--- src/hdl/ap2h_pkg.sv ---
`timescale 1ns / 1ps
// ----------------------------------------------------------------------------
// ap2h_pkg
// Shared types and constants for the absolute pointer to HID report block.
// ----------------------------------------------------------------------------
package ap2h_pkg;

  // field widths
  localparam int unsigned COORD_W = 16;
  localparam int unsigned MASK_W  = 8;
  localparam int unsigned BTN_W   = 3;
  localparam int unsigned WHEEL_W = 2;
  // a 16-bit coordinate times a scale factor of at most 2^16 stays below 2^32
  localparam int unsigned PROD_W  = 2 * COORD_W;
  // one quotient bit per divider stage
  localparam int unsigned NUM_STEPS = COORD_W;

  // stream widths
  localparam int unsigned IN_DATA_W  = 40;
  localparam int unsigned OUT_DATA_W = 40;

  // register bus
  localparam int unsigned APB_ADDR_W = 3;
  localparam int unsigned APB_DATA_W = 32;

  // register index, taken from address bit 2
  localparam logic REG_SCREEN_WIDTH  = 1'b0;
  localparam logic REG_SCREEN_HEIGHT = 1'b1;

  // wheel codes
  localparam logic [WHEEL_W-1:0] WHEEL_NONE = 2'b00;
  localparam logic [WHEEL_W-1:0] WHEEL_UP   = 2'b01;
  localparam logic [WHEEL_W-1:0] WHEEL_DOWN = 2'b11;

  // screen geometry
  typedef struct packed {
    logic [COORD_W-1:0] width;
    logic [COORD_W-1:0] height;
  } cfg_t;

  // per-item flags that ride along the divider
  typedef struct packed {
    logic               accepted;
    logic [BTN_W-1:0]   buttons;
    logic [WHEEL_W-1:0] wheel;
  } side_t;

  // partial remainder and numerator bits, quotient bits shift in at the bottom
  typedef struct packed {
    logic [COORD_W-1:0] rem;
    logic [COORD_W-1:0] lo;
  } div_t;

  // one pipeline stage worth of payload
  typedef struct packed {
    side_t side;
    div_t  x;
    div_t  y;
  } stage_t;

endpackage

--- src/hdl/ap2h_regs.sv ---
`timescale 1ns / 1ps
// ----------------------------------------------------------------------------
// ap2h_regs
// Register bank for screen width and height behind a simple APB port.
// ----------------------------------------------------------------------------
module ap2h_regs (
  input  logic                             clk_i,
  input  logic                             rst_ni,
  input  logic                             psel,
  input  logic                             penable,
  input  logic                             pwrite,
  input  logic [ap2h_pkg::APB_ADDR_W-1:0]  paddr,
  input  logic [ap2h_pkg::APB_DATA_W-1:0]  pwdata,
  output logic [ap2h_pkg::APB_DATA_W-1:0]  prdata,
  output logic                             pready,
  output ap2h_pkg::cfg_t                   cfg_o
);
  import ap2h_pkg::*;

  logic [COORD_W-1:0] width_q, width_d;
  logic [COORD_W-1:0] height_q, height_d;
  logic               wr_en;

  assign pready = 1'b1;
  assign wr_en  = psel && penable && pwrite;

  // write decode
  always_comb begin
    width_d  = width_q;
    height_d = height_q;
    if (wr_en) begin
      unique case (paddr[2])
        REG_SCREEN_WIDTH:  width_d  = pwdata[COORD_W-1:0];
        REG_SCREEN_HEIGHT: height_d = pwdata[COORD_W-1:0];
        default:           width_d  = width_q;
      endcase
    end
  end

  always_ff @(posedge clk_i or negedge rst_ni) begin
    if (!rst_ni) begin
      width_q  <= '0;
      height_q <= '0;
    end else begin
      width_q  <= width_d;
      height_q <= height_d;
    end
  end

  // read mux
  always_comb begin
    unique case (paddr[2])
      REG_SCREEN_WIDTH:  prdata = APB_DATA_W'(width_q);
      REG_SCREEN_HEIGHT: prdata = APB_DATA_W'(height_q);
      default:           prdata = '0;
    endcase
  end

  assign cfg_o.width  = width_q;
  assign cfg_o.height = height_q;

endmodule

--- src/hdl/ap2h_front.sv ---
`timescale 1ns / 1ps
// ----------------------------------------------------------------------------
// ap2h_front
// First stage: bounds check, button and wheel remap, coordinate scaling.
// ----------------------------------------------------------------------------
module ap2h_front #(
  parameter int unsigned REPORT_MAX_X = 32767,
  parameter int unsigned REPORT_MAX_Y = 32767
) (
  input  logic                           clk_i,
  input  logic                           rst_ni,
  input  ap2h_pkg::cfg_t                 cfg_i,
  input  logic                           valid_i,
  output logic                           ready_o,
  input  logic [ap2h_pkg::MASK_W-1:0]    button_mask_i,
  input  logic [ap2h_pkg::COORD_W-1:0]   pos_x_i,
  input  logic [ap2h_pkg::COORD_W-1:0]   pos_y_i,
  output logic                           valid_o,
  input  logic                           ready_i,
  output ap2h_pkg::stage_t               stage_o
);
  import ap2h_pkg::*;

  localparam int unsigned SCALE_W = COORD_W + 1;
  localparam logic [SCALE_W-1:0] SCALE_X = SCALE_W'(REPORT_MAX_X + 1);
  localparam logic [SCALE_W-1:0] SCALE_Y = SCALE_W'(REPORT_MAX_Y + 1);

  logic               valid_q;
  stage_t             stage_q, stage_d;
  logic               in_x, in_y;
  logic [PROD_W-1:0]  prod_x, prod_y;

  assign ready_o = !valid_q || ready_i;

  // bounds: strictly inside the screen, zero size rejects all
  assign in_x = (pos_x_i != '0) && (pos_x_i < cfg_i.width);
  assign in_y = (pos_y_i != '0) && (pos_y_i < cfg_i.height);

  // scale numerators
  assign prod_x = PROD_W'(pos_x_i) * PROD_W'(SCALE_X);
  assign prod_y = PROD_W'(pos_y_i) * PROD_W'(SCALE_Y);

  // button swap and wheel, upper part of the product seeds the remainder
  always_comb begin
    stage_d.side.accepted = in_x && in_y;
    stage_d.side.buttons  = {button_mask_i[1], button_mask_i[2], button_mask_i[0]};
    if (button_mask_i[3]) begin
      stage_d.side.wheel = WHEEL_UP;
    end else if (button_mask_i[4]) begin
      stage_d.side.wheel = WHEEL_DOWN;
    end else begin
      stage_d.side.wheel = WHEEL_NONE;
    end
    stage_d.x.rem = prod_x[2*COORD_W-1:COORD_W];
    stage_d.x.lo  = prod_x[COORD_W-1:0];
    stage_d.y.rem = prod_y[2*COORD_W-1:COORD_W];
    stage_d.y.lo  = prod_y[COORD_W-1:0];
  end

  always_ff @(posedge clk_i or negedge rst_ni) begin
    if (!rst_ni) begin
      valid_q <= 1'b0;
    end else if (ready_o) begin
      valid_q <= valid_i;
    end
  end

  always_ff @(posedge clk_i) begin
    if (ready_o && valid_i) begin
      stage_q <= stage_d;
    end
  end

  assign valid_o = valid_q;
  assign stage_o = stage_q;

endmodule

--- src/hdl/ap2h_div_step.sv ---
`timescale 1ns / 1ps
// ----------------------------------------------------------------------------
// ap2h_div_step
// One restoring division step for both coordinates, one quotient bit each.
// ----------------------------------------------------------------------------
module ap2h_div_step (
  input  logic              clk_i,
  input  logic              rst_ni,
  input  ap2h_pkg::cfg_t    cfg_i,
  input  logic              valid_i,
  output logic              ready_o,
  input  ap2h_pkg::stage_t  stage_i,
  output logic              valid_o,
  input  logic              ready_i,
  output ap2h_pkg::stage_t  stage_o
);
  import ap2h_pkg::*;

  logic   valid_q;
  stage_t stage_q, stage_d;

  // shift in the next numerator bit, subtract when the divisor fits
  function automatic div_t step(input div_t cur, input logic [COORD_W-1:0] dvsr);
    logic [COORD_W:0] trial;
    logic             fits;
    div_t             nxt;
    trial   = {cur.rem, cur.lo[COORD_W-1]};
    fits    = trial >= {1'b0, dvsr};
    nxt.rem = fits ? COORD_W'(trial - {1'b0, dvsr}) : trial[COORD_W-1:0];
    nxt.lo  = {cur.lo[COORD_W-2:0], fits};
    return nxt;
  endfunction

  assign ready_o = !valid_q || ready_i;

  always_comb begin
    stage_d.side = stage_i.side;
    stage_d.x    = step(stage_i.x, cfg_i.width);
    stage_d.y    = step(stage_i.y, cfg_i.height);
  end

  always_ff @(posedge clk_i or negedge rst_ni) begin
    if (!rst_ni) begin
      valid_q <= 1'b0;
    end else if (ready_o) begin
      valid_q <= valid_i;
    end
  end

  always_ff @(posedge clk_i) begin
    if (ready_o && valid_i) begin
      stage_q <= stage_d;
    end
  end

  assign valid_o = valid_q;
  assign stage_o = stage_q;

endmodule

--- src/hdl/abs_pointer_to_hid_report.sv ---
`timescale 1ns / 1ps
// ----------------------------------------------------------------------------
// abs_pointer_to_hid_report
// Converts absolute pointer events into USB HID absolute-mouse report fields.
// ----------------------------------------------------------------------------
// Takes one pointer event per cycle while the output is not stalled and
// returns one report item per event. The pipeline is one stage for bounds
// check, button remap and scale multiply, then sixteen stages of a
// restoring divider, one quotient bit per stage, for x and y in parallel.
// Each stage stalls on its own, so bubbles are squeezed out and new events
// keep entering while a finished report waits. Screen size is read live by
// the divider stages: change it only while the block is empty.
// A rejected event comes out with accepted low and all report fields zero.
module abs_pointer_to_hid_report #(
  parameter int unsigned REPORT_MAX_X = 32767,
  parameter int unsigned REPORT_MAX_Y = 32767
) (
  input  logic                               clk_i,
  input  logic                               rst_ni,
  // register port
  input  logic                               psel,
  input  logic                               penable,
  input  logic                               pwrite,
  input  logic [ap2h_pkg::APB_ADDR_W-1:0]    paddr,
  input  logic [ap2h_pkg::APB_DATA_W-1:0]    pwdata,
  output logic [ap2h_pkg::APB_DATA_W-1:0]    prdata,
  output logic                               pready,
  // event input
  input  logic                               s_axis_tvalid,
  output logic                               s_axis_tready,
  // [7:0] button_mask, [23:8] pos_x, [39:24] pos_y
  input  logic [ap2h_pkg::IN_DATA_W-1:0]     s_axis_tdata,
  // report output
  output logic                               m_axis_tvalid,
  input  logic                               m_axis_tready,
  // [0] accepted, [3:1] report_buttons, [19:4] report_x, [35:20] report_y,
  // [37:36] report_wheel, [39:38] zero
  output logic [ap2h_pkg::OUT_DATA_W-1:0]    m_axis_tdata
);
  import ap2h_pkg::*;

  cfg_t   cfg;
  stage_t stg [NUM_STEPS+1];
  logic   vld [NUM_STEPS+1];
  logic   rdy [NUM_STEPS+1];
  stage_t last;

  logic [BTN_W-1:0]   out_buttons;
  logic [COORD_W-1:0] out_x;
  logic [COORD_W-1:0] out_y;
  logic [WHEEL_W-1:0] out_wheel;

  // configuration registers
  ap2h_regs u_regs (
    .clk_i   (clk_i),
    .rst_ni  (rst_ni),
    .psel    (psel),
    .penable (penable),
    .pwrite  (pwrite),
    .paddr   (paddr),
    .pwdata  (pwdata),
    .prdata  (prdata),
    .pready  (pready),
    .cfg_o   (cfg)
  );

  // check, remap and scale
  ap2h_front #(
    .REPORT_MAX_X (REPORT_MAX_X),
    .REPORT_MAX_Y (REPORT_MAX_Y)
  ) u_front (
    .clk_i         (clk_i),
    .rst_ni        (rst_ni),
    .cfg_i         (cfg),
    .valid_i       (s_axis_tvalid),
    .ready_o       (s_axis_tready),
    .button_mask_i (s_axis_tdata[MASK_W-1:0]),
    .pos_x_i       (s_axis_tdata[MASK_W+COORD_W-1:MASK_W]),
    .pos_y_i       (s_axis_tdata[MASK_W+2*COORD_W-1:MASK_W+COORD_W]),
    .valid_o       (vld[0]),
    .ready_i       (rdy[0]),
    .stage_o       (stg[0])
  );

  // divider pipeline
  for (genvar i = 0; i < NUM_STEPS; i++) begin : g_div
    ap2h_div_step u_step (
      .clk_i   (clk_i),
      .rst_ni  (rst_ni),
      .cfg_i   (cfg),
      .valid_i (vld[i]),
      .ready_o (rdy[i]),
      .stage_i (stg[i]),
      .valid_o (vld[i+1]),
      .ready_i (rdy[i+1]),
      .stage_o (stg[i+1])
    );
  end

  assign last             = stg[NUM_STEPS];
  assign rdy[NUM_STEPS]   = m_axis_tready;
  assign m_axis_tvalid    = vld[NUM_STEPS];

  // rejected events report all zeros
  assign out_buttons = last.side.accepted ? last.side.buttons : '0;
  assign out_x       = last.side.accepted ? last.x.lo : '0;
  assign out_y       = last.side.accepted ? last.y.lo : '0;
  assign out_wheel   = last.side.accepted ? last.side.wheel : WHEEL_NONE;

  assign m_axis_tdata = {2'b00, out_wheel, out_y, out_x, out_buttons, last.side.accepted};

`ifndef SYNTHESIS
  // a rejected item carries no report
  assert property (@(posedge clk_i) disable iff (!rst_ni)
    m_axis_tvalid && !m_axis_tdata[0] |-> m_axis_tdata[OUT_DATA_W-1:1] == '0)
    else $error("rejected item with nonzero report");

  // scaled coordinates never pass the report range
  assert property (@(posedge clk_i) disable iff (!rst_ni)
    m_axis_tvalid && m_axis_tdata[0] |->
      (32'(m_axis_tdata[19:4]) <= REPORT_MAX_X) &&
      (32'(m_axis_tdata[35:20]) <= REPORT_MAX_Y))
    else $error("scaled coordinate out of range");

  // wheel is up, down or none
  assert property (@(posedge clk_i) disable iff (!rst_ni)
    m_axis_tvalid |-> m_axis_tdata[37:36] != 2'b10)
    else $error("bad wheel code");

  // input only stalls when the front stage is full and blocked
  assert property (@(posedge clk_i) disable iff (!rst_ni)
    !s_axis_tready |-> vld[0] && !rdy[0])
    else $error("input stalled with room in the front stage");

  // an item leaving the last stage is gone unless another one moves in
  assert property (@(posedge clk_i) disable iff (!rst_ni)
    m_axis_tvalid && m_axis_tready && !vld[NUM_STEPS-1] |=> !m_axis_tvalid)
    else $error("output item repeated");
`endif

endmodule

--- config.mk ---
export PLATFORM = sky130hd
export DESIGN_NAME = abs_pointer_to_hid_report
export DESIGN_NICKNAME = d
export VERILOG_FILES = /design/src/hdl/ap2h_pkg.sv /design/src/hdl/ap2h_regs.sv /design/src/hdl/ap2h_front.sv /design/src/hdl/ap2h_div_step.sv /design/src/hdl/abs_pointer_to_hid_report.sv
export SDC_FILE = /design/constraint.sdc
export NUM_CORES = 2
export LEC_CHECK = 0
export ABC_CLOCK_PERIOD_IN_PS = 13100
export CAP_MARGIN = 20
export CORE_UTILIZATION = 45
export CTS_BUF_LIST = sky130_fd_sc_hd__clkbuf_16
export CTS_CLUSTER_DIAMETER = 100
export DETAILED_ROUTE_END_ITERATION = 10
export DONT_BUFFER_PORTS = 1
export SLEW_MARGIN = 20
export SYNTH_ARGS = -nofsm -noshare
export SYNTH_HDL_FRONTEND = slang
export SYNTH_HIERARCHICAL = 1
export SYNTH_SLANG_ARGS = --single-unit
--- constraint.sdc ---
create_clock -name clk_i -period 13.1 [get_ports clk_i]
set_input_delay 0.655 -clock clk_i [delete_from_list [all_inputs] [get_ports clk_i]]
set_output_delay 0.655 -clock clk_i [all_outputs]
set_load 0.01 [all_outputs]
After elaboration in Yosys (flattened, before gate mapping)
Cells that the tools add are included.

word-level totals
  flip-flop bits (word level) = 935
  bits of input ports = 82
  output and inout bits = 75
  word-level logic and storage cells = 325

operators by class
  $add $sub $neg = 30
  magnitude comparators = 34
  mux-type cells = 36
  bitwise gates (word level) = 1
  reductions and logical operators = 60

operators with widths
  cell                number
  $mux 16             32
  $ge 17x16->1        30
  $sub 16x16->16      30
  $pmux 32 s2         1
  $ge 16x16->1        2
  $lt 16x16->1        2
  $reduce_bool 16->1  2
  $logic_and 1x1->1   22
  $logic_not 1->1     17
  $logic_or 1x1->1    17
  $mux 2              2
  $reduce_and 2->1    2
  $mux 3              1
  $not 1->1           1

Logic depth before layout (Yosys ltp)
  depth in word-level cells = 19
  mapped depth = 18
  mapped depth without buffers = 18

Cells and area by module
Netlist, hierarchy kept.

by module, submodules not included
  module                                 instances  cells each  area an instance (um^2)  seq. area each (um^2)
  ap2h_div_step at g_div[11].u_step ...  11         394         4518.1                   2127.0
  ap2h_div_step at g_div[0].u_step ...   3          393         4185.3                   2127.0
  ap2h_div_step at g_div[15].u_step      1          383         4490.6                   2127.0
  ap2h_div_step at g_div[8].u_step       1          408         4455.5                   2127.0
  ap2h_front                             1          196         2272.2                   1166.1
  ap2h_regs                              1          105         1597.8                   800.8
  abs_pointer_to_hid_report              1          43          311.5                    0.0

Least setup slack after synthesis
OpenSTA, ideal clock, no wires.

  path kind = input to register
  from = input m_axis_tready
  to = register g_div[0].u_step.stage_q (netlist bit g_div[0].u_step/stage_o[0]), enable pin
  library setup time = 0.436 ns
  arrival time = 4.239 ns
  data required time = 12.664 ns
  path slack = 8.426 ns
  stages on the path = 17
  path buffers = 0
  path through = nand2b_1 > nand2b_1 > nand2b_1 > nand2b_1 > nand2b_1 > nand2b_1 > nand2b_1 > nand2b_1 > nand2b_1 > nand2b_1 > nand2b_1 > nand2b_1 > nand2b_1 > nand2b_1 > nand2b_1 > nand2b_1 > and2_1

RTL lines
  item                  line                             source
  start, declared       abs_pointer_to_hid_report.sv:35  input logic m_axis_tready,
  end signal, assigned  ap2h_div_step.sv:52              stage_q <= stage_d;
  end, declared         ap2h_div_step.sv:20              stage_t stage_q, stage_d;

==> impl_metrics.yaml <==
run_status:
  status: "completed"
placed_design:
  io_buffers: 0
  dp_cells: 8456
  hpwl_mm: 111.1
  finalWeightedCongestion: 0.8610
timing:
  setup_viol: 0
  finalHoldViolCount: 0
  slew_viol_final: 0
  min_period_over_period_pct: 40.09
  tightest_slew_ns: 1.052
  clock_skew_ns: 0.02713
  maxSlewHeadroom_pct: 29.90
  fmax_mhz: 190.4
  tns_ns: 0
  rsz0062_at_grt: "false"
  period_needed_ns: 5.251
routing:
  ant_nets: 0
  wl_per_cell_um: 17.55
  dr_total_vias: 47990
  drtPass1Iterations: 5
  drt-total-wl_mm: 153.9
  viasPerCell: 5.471
  drcViolationCount: 0
  drt-initial-drc-count: 2785
worst_setup_path:
  crit_path_frequent_cell: "nand2b_1"
  max_stage_delay_ns: 0.39
  arrival_ns: 4.60
  cp_cell_sequence: "nand2b_1, nand2b_1, nand2b_1, nand2b_1, nand2b_1, nand2b_1, nand2b_1, nand2b_1, nand2b_1, nand2b_1, nand2b_1, nand2b_1, nand2b_1, nand2b_1, nand2b_1, nand2b_1, nand2b_1"
  crit_fanout: 3
  critPathRequiredTime_ns: 12.44
  reg2reg_slack_ns: 8.29
  path_buf_inv: 0
  endpoint_kind: "output pin"
  cp-start-kind: "flop"
  crit_family: "simple AND/OR/NAND/NOR gates"
  critPathSlowestCell: "dfrtp_1"
  critPathKind: "reg -> out"
clock_tree:
  clock_latency_ns: 0.78
  cts_setup_buffers: 0
  clk_pin_slew_ns: 0.06
  htree_num_levels: 4
  cts_root_buf: "clkbuf_16"
  cts_buffers: 139
  clock_tree.buffer_depth: 3
  clock-sinks: 1175
  cts_tree: "done"
finish:
  area_delta_synth_final_pct: 9.213
  final_layout_size_suffix_gt1_share_pct: 11.50
  final_cells: 8772
  fillers: 14130
  final_common_cell: "edfxtp_1"
  fin_nets: 7150
  postLayoutCoreUtil_pct: 49.61
  layout_common_cells: "edfxtp_1, inv_1, ha_1"
power_and_ir_drop:
  power_mw: 23.16
  ir_drop_mv: 0.1380
  powerDensity_nw_per_um2: 290.1
  p_leak_nw: 32.13
grt:
  grt_pass1_vias: 46940
  grt_overflow: 0
  grtUsageTotal_pct: 18.72
  grt_pass1_wl_mm: 247.2
  antenna_found_initial: 13
  grt_max_degree: 71
floorplan:
  start_util_pct: 45.42
  num_rows: 147
  io_pins: 157
  dieArea_um2: 164100
  die_h_um: 405.1
  die_w_um: 405.1
  core_area_um2: 160900
synthesis:
  synth_cells: 6439
  syn_area_um2: 73100
  synth_area_per_cell_um2: 11.35
  ys_warn_count: 6
worst_hold_path:
  hp-class: "in -> reg"
run:
  max_cap_viol_count: 0
==> area by class of cell <==
type / instances / area (um2) / share of cell area (%)
Antenna cell: 3 / 7.507 / 0.009403
Clock buffer: 140 / 3503 / 4.388
Clock inverter: 114 / 1145 / 1.434
Inverter: 743 / 2816 / 3.528
Multi-Input combinational cell: 4342 / 33730 / 42.24
Sequential cell: 1175 / 35040 / 43.89
Tap cell: 2160 / 2703 / 3.385
Timing Repair Buffer: 95 / 894.6 / 1.121
==> metal layers <==
metal / vias to the layer above / global-route usage, % / wire, um
met4: 16 / 5.728 / 3784
li1: 23820 / - / -
met2: 914 / 31.92 / 73380
met5: - / 0 / 83
met3: 271 / 3.399 / 6890
met1: 22960 / 24.04 / 69790
==> power by group <==
group          internal (mW)  total (mW)  switching, mW
Sequential              6.08        6.67          0.591
Clock                   2.27        3.88           1.61
Combinational           5.70        12.6           6.91
==> through the flow <==
step	hold slack, ns	setup WS (ns)	instance area, um2
4_1_cts	0.02449	7.761	79780
3_3_place_gp	0.3622	7.988	74560
3_5_place_dp	0.3621	7.982	74560
2_1_floorplan	0.3594	8.426	73280
5_1_grt	0.04614	7.461	79840
6_report	0.1029	7.849	79840
==> worst paths after layout <==
check                                       startpoint                          end  depth (start not counted)
max                           g_div[15].u_step/valid_o                s_axis_tready                         17
min                                    s_axis_tdata[4]          u_front/stage_o[65]                          1
min in group asynchronous                       rst_ni          u_regs/height_q[15]                          2
min reg2reg                g_div[3].u_step/stage_o[13]  g_div[4].u_step/stage_o[14]                          0
max reg2reg                   g_div[15].u_step/valid_o          u_front/stage_o[59]                         18
max in group asynchronous                       rst_ni     g_div[15].u_step/valid_o                          2
==> flip-flops by register name, indices dropped and copies added, names as in the netlist <==
signal,cells
g_div.u_step/valid_o,16
g_div.u_step/stage_o,1088
u_front/valid_o,1
u_front/stage_o,38
u_regs/height_q,16
u_regs/width_q,16
==> timing repair <==
| action | in CTS | in global routing |
|---|---|---|
| hold endpoints to repair | 119 | 0 |
| hold buffers | 56 | 0 |
| gates resized for setup | 0 | 0 |
Note: power is estimated with default switching activity, not from simulation.
